$ cat src/design/btfs_pkg.sv
// Shared types and constants for the Bezier transfer-function sampler.
// No dependencies.
`default_nettype none
package btfs_pkg;

  localparam int FracBits = 30;

  typedef enum logic [3:0] {
    ST_IDLE,
    ST_LOAD,
    ST_TPOW,
    ST_UPOW,
    ST_WEIGHT,
    ST_WSCALE,
    ST_ACC,
    ST_CXMUL,
    ST_VMUL,
    ST_FINISH,
    ST_OUT
  } btfs_state_t;

  typedef struct packed {
    logic start;
    logic init_pow;
    logic tpow_step;
    logic upow_step;
    logic weight_step;
    logic wscale_step;
    logic acc_step;
    logic cx_step;
    logic val_step;
    logic finish;
  } btfs_cmd_t;

  // Binomial coefficient for small n, k (n <= 15), picked from Pascal's triangle.
  // The rows are constant, so only the final selection depends on n and k.
  function automatic logic [13:0] choose(input logic [3:0] n, input logic [3:0] k);
    logic [13:0] row [16];
    logic [13:0] res;
    for (int j = 0; j < 16; j++) row[j] = (j == 0) ? 14'd1 : 14'd0;
    res = 14'd0;
    for (int r = 0; r < 16; r++) begin
      if (r > 0) begin
        for (int j = 15; j > 0; j--) row[j] = row[j] + row[j-1];
      end
      if (4'(r) == n) res = row[k];
    end
    return res;
  endfunction

endpackage
`default_nettype wire

$ cat src/design/btfs_ctrl.sv
// Controller: sequences power, weight and accumulate steps per evaluation.
// Depends on btfs_pkg.
`default_nettype none
module btfs_ctrl #(
  parameter int MaxPoints = 8
) (
  input  wire logic                        clk,
  input  wire logic                        rst,
  input  wire logic                        in_fire,
  input  wire logic                        in_eval,
  input  wire logic [2:0]                  degree,
  input  wire logic                        out_fire,
  output logic                             busy,
  output logic                             out_valid,
  output btfs_pkg::btfs_cmd_t              cmd,
  output logic [$clog2(MaxPoints)-1:0]     step_idx,
  output logic [$clog2(MaxPoints)-1:0]     deg
);
  import btfs_pkg::*;
  localparam int IW = $clog2(MaxPoints);

  btfs_state_t state, state_next;
  logic [IW-1:0] idx, idx_next;
  logic [IW-1:0] n, n_next;
  logic [3:0]    deg_sat;

  assign deg_sat = ({1'b0, degree} > 4'(MaxPoints - 1)) ? 4'(MaxPoints - 1) : {1'b0, degree};

  always_ff @(posedge clk) begin
    if (rst) begin
      state <= ST_IDLE;
      idx   <= '0;
      n     <= '0;
    end else begin
      state <= state_next;
      idx   <= idx_next;
      n     <= n_next;
    end
  end

  assign step_idx  = idx;
  assign deg       = n;
  assign busy      = (state != ST_IDLE);
  assign out_valid = (state == ST_OUT);

  always_comb begin
    state_next = state;
    idx_next   = idx;
    n_next     = n;
    cmd        = '0;
    unique case (state)
      ST_IDLE: begin
        if (in_fire && in_eval) begin
          cmd.start = 1'b1;
          n_next    = IW'(deg_sat);
          idx_next  = '0;
          state_next = ST_LOAD;
        end
      end
      ST_LOAD: begin
        cmd.init_pow = 1'b1;
        idx_next = IW'(1);
        state_next = (n == '0) ? ST_WEIGHT : ST_TPOW;
        if (n == '0) idx_next = '0;
      end
      ST_TPOW: begin
        cmd.tpow_step = 1'b1;
        state_next = ST_UPOW;
      end
      ST_UPOW: begin
        cmd.upow_step = 1'b1;
        if (idx == n) begin
          idx_next = '0;
          state_next = ST_WEIGHT;
        end else begin
          idx_next = idx + IW'(1);
          state_next = ST_TPOW;
        end
      end
      ST_WEIGHT: begin
        cmd.weight_step = 1'b1;
        state_next = ST_WSCALE;
      end
      ST_WSCALE: begin
        cmd.wscale_step = 1'b1;
        state_next = ST_ACC;
      end
      ST_ACC: begin
        cmd.acc_step = 1'b1;
        if (idx == n) begin
          state_next = ST_CXMUL;
        end else begin
          idx_next = idx + IW'(1);
          state_next = ST_WEIGHT;
        end
      end
      ST_CXMUL: begin
        cmd.cx_step = 1'b1;
        state_next = ST_VMUL;
      end
      ST_VMUL: begin
        cmd.val_step = 1'b1;
        state_next = ST_FINISH;
      end
      ST_FINISH: begin
        cmd.finish = 1'b1;
        state_next = ST_OUT;
      end
      ST_OUT: begin
        if (out_fire) state_next = ST_IDLE;
      end
      default: state_next = ST_IDLE;
    endcase
  end
endmodule
`default_nettype wire

$ cat config.mk
export PLATFORM = sky130hd
export DESIGN_NAME = btfs_ctrl
export DESIGN_NICKNAME = d
export VERILOG_FILES = /design/src/design/btfs_pkg.sv /design/src/design/btfs_ctrl.sv
export SDC_FILE = /design/constraint.sdc
export NUM_CORES = 1
export LEC_CHECK = 0
export BUFFER_PORTS_ARGS = -buffer_cell sky130_fd_sc_hd__clkbuf_2
export CAP_MARGIN = 0
export CELL_PAD_IN_SITES_DETAIL_PLACEMENT = 0
export CELL_PAD_IN_SITES_GLOBAL_PLACEMENT = 2
export CORE_ASPECT_RATIO = 1.4
export CORE_MARGIN = 2
export CORE_UTILIZATION = 27
export CTS_CLUSTER_DIAMETER = 100
export DETAILED_ROUTE_END_ITERATION = 10
export GPL_TIMING_DRIVEN = 0
export MAX_ROUTING_LAYER = met4
export PLACE_DENSITY_LB_ADDON = 0.15
export REMOVE_ABC_BUFFERS = 1
export SETUP_SLACK_MARGIN = 0.02
export SLEW_MARGIN = 30
export SYNTH_ARGS = -nofsm -noshare
export SYNTH_HDL_FRONTEND = slang
export SYNTH_SLANG_ARGS = --single-unit
$ cat constraint.sdc
create_clock -name clk -period 3 [get_ports clk]
set_input_delay 0 -clock clk [delete_from_list [all_inputs] [get_ports clk]]
set_output_delay 0 -clock clk [all_outputs]
set_load 0.02 [all_outputs]
==> metrics.cfg, run 1 <==
[status]
run_status = complete, no violations

[synthesis]
post_synth_top_flop = sky130_fd_sc_hd__dfxtp_1
synth.ff_latch_count = 10
synth-simple-area-share_pct = 28.9
synthXorXnorAreaFrac_pct = 3.75
post_synth_instance_area_um2 = 701
synth_cell_types = 34
main_combinational_cell_family_by_area_after_synthesis = simple AND/OR/NAND/NOR gates
yosysWarningCount = 0
postSynthAreaPerCell_um2 = 7.70
syn_inst = 91
synth_seq_area_share_pct = 28.6
synth_async_sr_flop_share_pct = 0
synth_enable_flop_cells = 0
synth_compound_area_share_pct = 24.5
muxShareOfSynthArea_pct = 4.29
synth_adder_area_share_pct = 1.79

[floorplanning]
number_of_ports_placed_on_the_die_boundary = 26
initial_core_utilization_pct = 29.0
core_um2 = 2420
fp.dieW_um = 47.1
die_area_um2 = 3020
placementRows = 21
die-height_um = 64.3

[global_route]
pin_count_of_the_biggest_net_entering_global_routing = 14
track_usage_pct = 15.3
grt_overflow = 0
wire_length_of_the_first_global_routing_pass_mm = 3.29
antenna_found_initial = 0
via_count_of_the_first_global_routing_pass = 744

[sta]
finalHoldViolations = 0
tightestPinTransition_ps = 439
timing.final.setup_violations = 0
setup_tns_ps = 0
clock.fmax_mhz = 569
setup_slack_after_layout_ps = 1240
slew_headroom_pct = 70.7
final_min_period_over_clock_period_pct = 58.6
hold_ws_ps = 48.4
report.final.slew_viol_count = 0
finalCriticalPeriod_ps = 1760
setup_repair_after_global_routing_missed_its_margin = false
finClkSkew_ps = 10.5

[cells_and_area]
most_frequent_standard_cell_in_the_layout_excluding_fill_and_tap_cells = sky130_fd_sc_hd__clkbuf_2
nets = 127
post_layout_nonfiller_instances = 151
fin_util_pct = 37.1
layout.filler_cells = 291
drive_above_1_share_pct = 27.4
flow.area_growth_from_synthesis_pct = 27.9
antennaDiodeCount = 0
final_cell_mix = 25 x sky130_fd_sc_hd__clkbuf_2, 15 x sky130_fd_sc_hd__nor2_1, 10 x sky130_fd_sc_hd__dfxtp_1

[placed_design]
routabilityCongestion = 0.781
numPortBuffers = 25
dp_hpwl_mm = 1.46
placed_cells = 144
post-place-ws_ps = 1340

[critical_path]
worst_ep_arrival_time_ps = 1760
setup.worst_path.class = reg -> out
crit_fanout = 11
crit_path_start_kind = flop
cp-end-kind = output port
worstPathRequired_ps = 3000

[route]
via_per_inst = 4.97
drt.antenna.violating_nets = 0
detail_route.first_pass.iterations = 6
drt-total-wl_mm = 1.99
drt-initial-drc-count = 18
drc = 0
num_vias = 751
drt-wirelength-per-cell_um = 13.2

[pwr]
power.internal_uw = 261
p_seq_share_pct = 39.1
power_frac_clock_pct = 31.6
combinationalPowerShare_pct = 29.3
power.leakage_uw = 0.000378
vdd_drop_max_mv = 0.189
power.net_switching_uw = 141
power.share.switching_pct = 35.0
powerDensity_nw_per_um2 = 448

[clocking]
tritoncts_clock_tree = built
hold_buffers_post_cts = 3
cts.clk_slew.worst_paths_ps = 80
htreeDepth = 1
clk_root_buffer_cell = sky130_fd_sc_hd__clkbuf_4
cts_inserted_buffers = 3
cts.repair_timing.setup_buffer_count = 0
tritoncts_sinks = 10
clock_insertion_delay_worst_skew_ps = 280
max-clock-path-buffers = 2
postCtsResizedCells = 0

[job]
drv_cap = 0

[hold_path]
hold_class = in -> reg

==> metrics by stage <==
step	cell area (um^2)	total power (uW)
3_5_place_dp	830	276
4_1_cts	896	405
5_1_grt	896	426
3_3_place_gp	830	276
6_report	896	402
2_1_floorplan	662	238
==> routing by layer <==
metal	up-vias	track usage (%)	wire, um	share of wire [%]
met5	-	-	0	0
met4	0	7.29	34	1.7
met3	4	2.54	91	4.6
met2	26	23.6	1020	51
met1	344	18.7	849	43
li1	377	-	-	-
==> worst paths after layout <==
path | startpoint | endpoint | slack [ps] | cells after the start
worst max-delay path | state[2]$_SDFFE_PP0P_ | cmd[9] | 1240 | 4
worst min register to register | step_idx[1]$_SDFFE_PP0P_ | step_idx[1]$_SDFFE_PP0P_ | 530 | 2
worst min-delay path | rst | step_idx[1]$_SDFFE_PP0P_ | 50 | 2
worst max register to register | state[1]$_SDFFE_PP0P_ | step_idx[2]$_SDFFE_PP0P_ | 1280 | 4
==> cell usage after synthesis, drive strengths merged, types with 2 or more instances <==
library cell,instances,area [um^2]
or3,2,17.5
nor2,16,76.3
mux2i,3,30.0
xnor2,3,26.3
clkbuf,3,11.3
dfxtp,10,200
o21ai,4,20.0
nand2b,3,18.8
nor3,5,25.0
a21oi,4,20.0
nand2,7,26.3
nand3,2,10.0
a31oi,5,31.3
inv,5,18.8
buf,3,27.5
o32ai,2,25.0
==> final cells by class <==
| type | count | area (um^2) | share of cell area [%] |
|---|---|---|---|
| Clock buffer | 4 | 36.3 | 4.05 |
| Tap cell | 34 | 42.5 | 4.75 |
| Timing Repair Buffer | 28 | 155 | 17.3 |
| Sequential cell | 10 | 200 | 22.3 |
| Multi-Input combinational cell | 70 | 443 | 49.4 |
| Inverter | 5 | 18.8 | 2.09 |
==> power by group through the flow <==
| stage | logic [uW] | registers, uW | clock network [uW] |
|---|---|---|---|
| floorplan | 80.0 | 158 | 0 |
| global placement | 115 | 161 | 0 |
| detailed placement | 116 | 160 | 0 |
| CTS | 118 | 157 | 130 |
| global route | 130 | 159 | 136 |
| finish | 118 | 157 | 127 |
==> sequential cells by signal, indices dropped and copies added, names as in the netlist <==
name      count
state         4
deg           3
step_idx      3
==> cells by family after synthesis <==
kind of cell | after synthesis
simple gates | 39
compound gates | 24
buf+inv | 11
flops | 10
xor+xnor | 3
mux | 3
fa+ha+maj | 1
==> worst max-delay path, cell delays in order, from the launching register on <==
cell,delay (ps)
sky130_fd_sc_hd__dfxtp_1,420
sky130_fd_sc_hd__or2_1,360
sky130_fd_sc_hd__or3_4,400
sky130_fd_sc_hd__nor2_8,130
sky130_fd_sc_hd__clkbuf_2,180
Note: power is estimated with default switching activity, not from simulation.
==> run 2, diff against run 1 <==
- ABC_AREA: not set -> 1
- CORE_UTILIZATION: 27 -> 23
- clock period: 3 -> 1.7 ns (I/O delays scaled with it)
==> run 2 against run 1 <==
Compared with the run above: critical path depth grew 2; sequential share of layout area shrank 0.84 points; synthesized cell count grew 24%; register-to-register slack lost 950 ps; cell count grew 18%; sequential cell count is the same; synthesized area grew 1.1%; clock-buffer cell count is the same; largest cell class unchanged; setup slack lost 980 ps; highest routed layer unchanged; die area grew 17%; cell area grew 3.9%; via count grew 1.6%.
==> metrics.cfg, run 2 <==
[floorplanning]
core_um2 = 2910  ; was 2420 um^2
number_of_ports_placed_on_the_die_boundary = 26  ; unchanged
die-height_um = 69.7  ; was 64.3 um
fp.dieW_um = 50.9  ; was 47.1 um
die_area_um2 = 3550  ; was 3020 um^2
initial_core_utilization_pct = 24.4  ; was 29.0%
placementRows = 23  ; was 21

[critical_path]
crit_path_start_kind = flop  ; unchanged
worst-r2r-cell-count = 8  ; was 4
critical_path.cell_chain = nor2_2, nand2_4, inv_2, nand3_2, inv_1, clkbuf_2  ; was or2_1, or3_4, nor2_8, clkbuf_2
critical-path-max-stage-delay_ps = 380  ; was 420 ps
setup.reg_to_reg.worst_slack_ps = 330  ; was 1280 ps
regToRegEndpoint = step_idx[1]$_SDFFE_PP0P_  ; was step_idx[2]$_SDFFE_PP0P_
worst_ep_arrival_time_ps = 1440  ; was 1760 ps
setup.worst_path.class = reg -> out  ; unchanged
worstPathRequired_ps = 1700  ; was 3000 ps
timing.rr.start = state[1]$_SDFFE_PP0P_  ; unchanged
crit_path_top_delay_cell = sky130_fd_sc_hd__dfxtp_1  ; unchanged
number_of_buffer_and_inverter_instances_along_the_worst_setup_path = 3  ; was 1
cp-end-kind = output port  ; unchanged
crit_fanout = 7  ; was 11
cp_num_cells = 6  ; was 4
critical-path-top-delay-family = simple AND/OR/NAND/NOR gates  ; unchanged

[route]
drt.antenna.violating_nets = 0  ; unchanged
drt-initial-drc-count = 7  ; was 18
drt-wirelength-per-cell_um = 10.9  ; was 13.2 um
drc = 0  ; unchanged
via_per_inst = 4.29  ; was 4.97
num_vias = 763  ; was 751
drt-total-wl_mm = 1.95  ; was 1.99 mm
detail_route.first_pass.iterations = 4  ; was 6

[synthesis]
synthMostInstantiatedCell = sky130_fd_sc_hd__nand2_1  ; was sky130_fd_sc_hd__nor2_1
synth_async_sr_flop_share_pct = 0  ; unchanged
synth_cell_types = 22  ; was 34
postSynthAreaPerCell_um2 = 6.27  ; was 7.70 um^2
synth.ff_latch_count = 10  ; unchanged
post_synth_top_flop = sky130_fd_sc_hd__dfxtp_1  ; unchanged
synth_commonest_cells = 24 x sky130_fd_sc_hd__nand2_1, 15 x sky130_fd_sc_hd__nor2_1, 14 x sky130_fd_sc_hd__inv_1  ; was 15 x sky130_fd_sc_hd__nor2_1, 10 x sky130_fd_sc_hd__dfxtp_1, 7 x sky130_fd_sc_hd__nand2_1
synth_enable_flop_cells = 0  ; unchanged
post_synth_instance_area_um2 = 708  ; was 701 um^2
yosysWarningCount = 0  ; unchanged
yosys-top-cells-area = sky130_fd_sc_hd__dfxtp_1 28%, sky130_fd_sc_hd__nand2_1 13%, sky130_fd_sc_hd__nor2_1 8.0%  ; was sky130_fd_sc_hd__dfxtp_1 29%, sky130_fd_sc_hd__nor2_1 8.0%, sky130_fd_sc_hd__a31oi_1 4.5%
synth_seq_area_share_pct = 28.3  ; was 28.6%
synth.largest_area_cell = sky130_fd_sc_hd__dfxtp_1  ; unchanged
synth.top_cell.area_share_pct = 28.3  ; was 28.6%
syn_inst = 113  ; was 91

[clocking]
clock_insertion_delay_worst_skew_ps = 240  ; was 280 ps
htreeDepth = 1  ; unchanged
cts.clk_slew.worst_paths_ps = 50  ; was 80 ps
max-clock-path-buffers = 2  ; unchanged
cts.repair_timing.setup_buffer_count = 0  ; unchanged
cts_inserted_buffers = 3  ; unchanged
clk_root_buffer_cell = sky130_fd_sc_hd__clkbuf_8  ; was sky130_fd_sc_hd__clkbuf_4
hold_buffers_post_cts = 0  ; was 3
tritoncts_sinks = 10  ; unchanged
tritoncts_clock_tree = built  ; unchanged
postCtsResizedCells = 0  ; unchanged

[sta]
finClkSkew_ps = 3.70  ; was 10.5 ps
setup_repair_after_global_routing_missed_its_margin = false  ; unchanged
slew_headroom_pct = 73.3  ; was 70.7%
setup_slack_after_layout_ps = 264  ; was 1240 ps
final_min_period_over_clock_period_pct = 84.5
timing.final.setup_violations = 0  ; unchanged
clock.fmax_mhz = 696
tightestPinTransition_ps = 399  ; was 439 ps
setup_tns_ps = 0  ; unchanged
report.final.slew_viol_count = 0  ; unchanged
finalHoldViolations = 0  ; unchanged
finalCriticalPeriod_ps = 1440

[cells_and_area]
antennaDiodeCount = 0  ; unchanged
nets = 151  ; was 127
drive_above_1_share_pct = 35.5  ; was 27.4%
layout.filler_cells = 344  ; was 291
post-route-cell-area_um2 = 931  ; was 896 um^2
final_cell_mix = 25 x sky130_fd_sc_hd__clkbuf_2, 24 x sky130_fd_sc_hd__nand2_1, 15 x sky130_fd_sc_hd__nor2_1  ; was 25 x sky130_fd_sc_hd__clkbuf_2, 15 x sky130_fd_sc_hd__nor2_1, 10 x sky130_fd_sc_hd__dfxtp_1
largest_register_ffs = 4  ; unchanged
most_frequent_standard_cell_in_the_layout_excluding_fill_and_tap_cells = sky130_fd_sc_hd__clkbuf_2  ; unchanged
flow.area_growth_from_synthesis_pct = 31.4  ; was 27.9%
largest_register = state  ; unchanged

[global_route]
via_count_of_the_first_global_routing_pass = 739  ; was 744
wire_length_of_the_first_global_routing_pass_mm = 3.19  ; was 3.29 mm
grt_overflow = 0  ; unchanged
track_usage_pct = 12.2  ; was 15.3%
pin_count_of_the_biggest_net_entering_global_routing = 11  ; was 14
antenna_found_initial = 0  ; unchanged

[pwr]
vdd_drop_max_mv = 0.620  ; was 0.189 mV
total_power_uw = 1470  ; was 402 uW
powerDensity_nw_per_um2 = 1580  ; was 448 nW/um^2
power.leakage_uw = 0.000498  ; was 0.000378 uW

[placed_design]
dp_hpwl_mm = 1.65  ; was 1.46 mm
postPlaceCellArea_um2 = 876  ; was 830 um^2
post-place-ws_ps = 315  ; was 1340 ps
numPortBuffers = 25  ; unchanged
routabilityCongestion = 0.717  ; was 0.781

[hold_path]
min-delay-start = degree[1]  ; was rst
worstHoldEndpoint = deg[1]$_SDFFE_PP0P_  ; was step_idx[1]$_SDFFE_PP0P_
holdPathStages = 3  ; was 2
hold_class = in -> reg  ; unchanged

[status]
run_status = complete, no violations  ; unchanged

[job]
drv_cap = 0  ; unchanged

-- run 2: cell types whose count changed in the layout (fill, tap and decap cells not counted), sizes merged, moves of 3 or more --
| cell | delta |
|---|---|
| nor3 | -3 |
| a21oi | +3 |
| nand2b | -3 |
| nor2 | +3 |
| a31oi | -4 |
| a211oi | +3 |
| mux2i | -3 |
| nand3 | +11 |
| inv | +18 |
| nand2 | +22 |
| o21ai | -3 |
| dlygate4sd3 | -3 |
-- run 2: how the worst max path moves through the flow --
stage,from,end
floorplan,step_idx[2]$_SDFFE_PP0P_,step_idx[0]$_SDFFE_PP0P_
global placement,state[1]$_SDFFE_PP0P_,step_idx[1]$_SDFFE_PP0P_
detailed placement,state[1]$_SDFFE_PP0P_,step_idx[1]$_SDFFE_PP0P_
CTS,state[3]$_SDFFE_PP0P_,cmd[9]
global route,state[3]$_SDFFE_PP0P_,cmd[9]
finish,state[3]$_SDFFE_PP0P_,cmd[9]
-- run 2: final cells by class --
cell class / instances / area [um^2] / share of cell area (%)
well taps: 37 / 46.3 / 4.97
inverters: 23 / 86.3 / 9.27
clock buffers: 4 / 55.1 / 5.91
flip-flops and latches: 10 / 200 / 21.5
multi-input cells: 79 / 418 / 44.9
repair buffers: 25 / 125 / 13.4
-- run 2: worst min-delay path: cells and delay by family --
| kind | cells | cell delay (ps) |
|---|---|---|
| simple gates | 1 | 90 |
| compound gates | 1 | 50 |
| buf+inv | 1 | 80 |
-- run 2: routing by layer --
layer  wire length (um)  GRT usage, %
met2               1080          22.8
met3                 57          1.94
met1                783          12.2
met4                 24          4.50
met5                  0             -
-- run 2: stage by stage --
| stage | utilization, % | hold WS, ps | instances |
|---|---|---|---|
| 2_1_floorplan | - | 69.1 | 112 |
| 3_5_place_dp | 30.1 | 275 | 174 |
| 5_1_grt | 32.0 | 47.1 | 178 |
| 4_1_cts | 32.0 | 29.3 | 178 |
| 3_3_place_gp | 30.1 | 272 | 174 |
| 6_report | 32.0 | 27.5 | 178 |
-- run 2: cell families (layout without fill, tap and decap cells) --
family                     Yosys count  in the layout  synth area share, %
DFF                                 10             10                 28.3
xor gates and xnor gates             2              2                 2.47
AOI/OAI and AO/OA                   12             12                 9.72
buffers and inverters               24             52                 12.7
and+or+nand+nor                     64             64                 45.1
adders and majority gates            1              1                 1.77
-- run 2: where the power goes --
part           total (uW)  switching, uW  internal [uW]  leakage [uW]
Combinational         827            561            266      0.000388
Clock                 303           99.1            204     0.0000288
Sequential            338           53.4            284     0.0000815
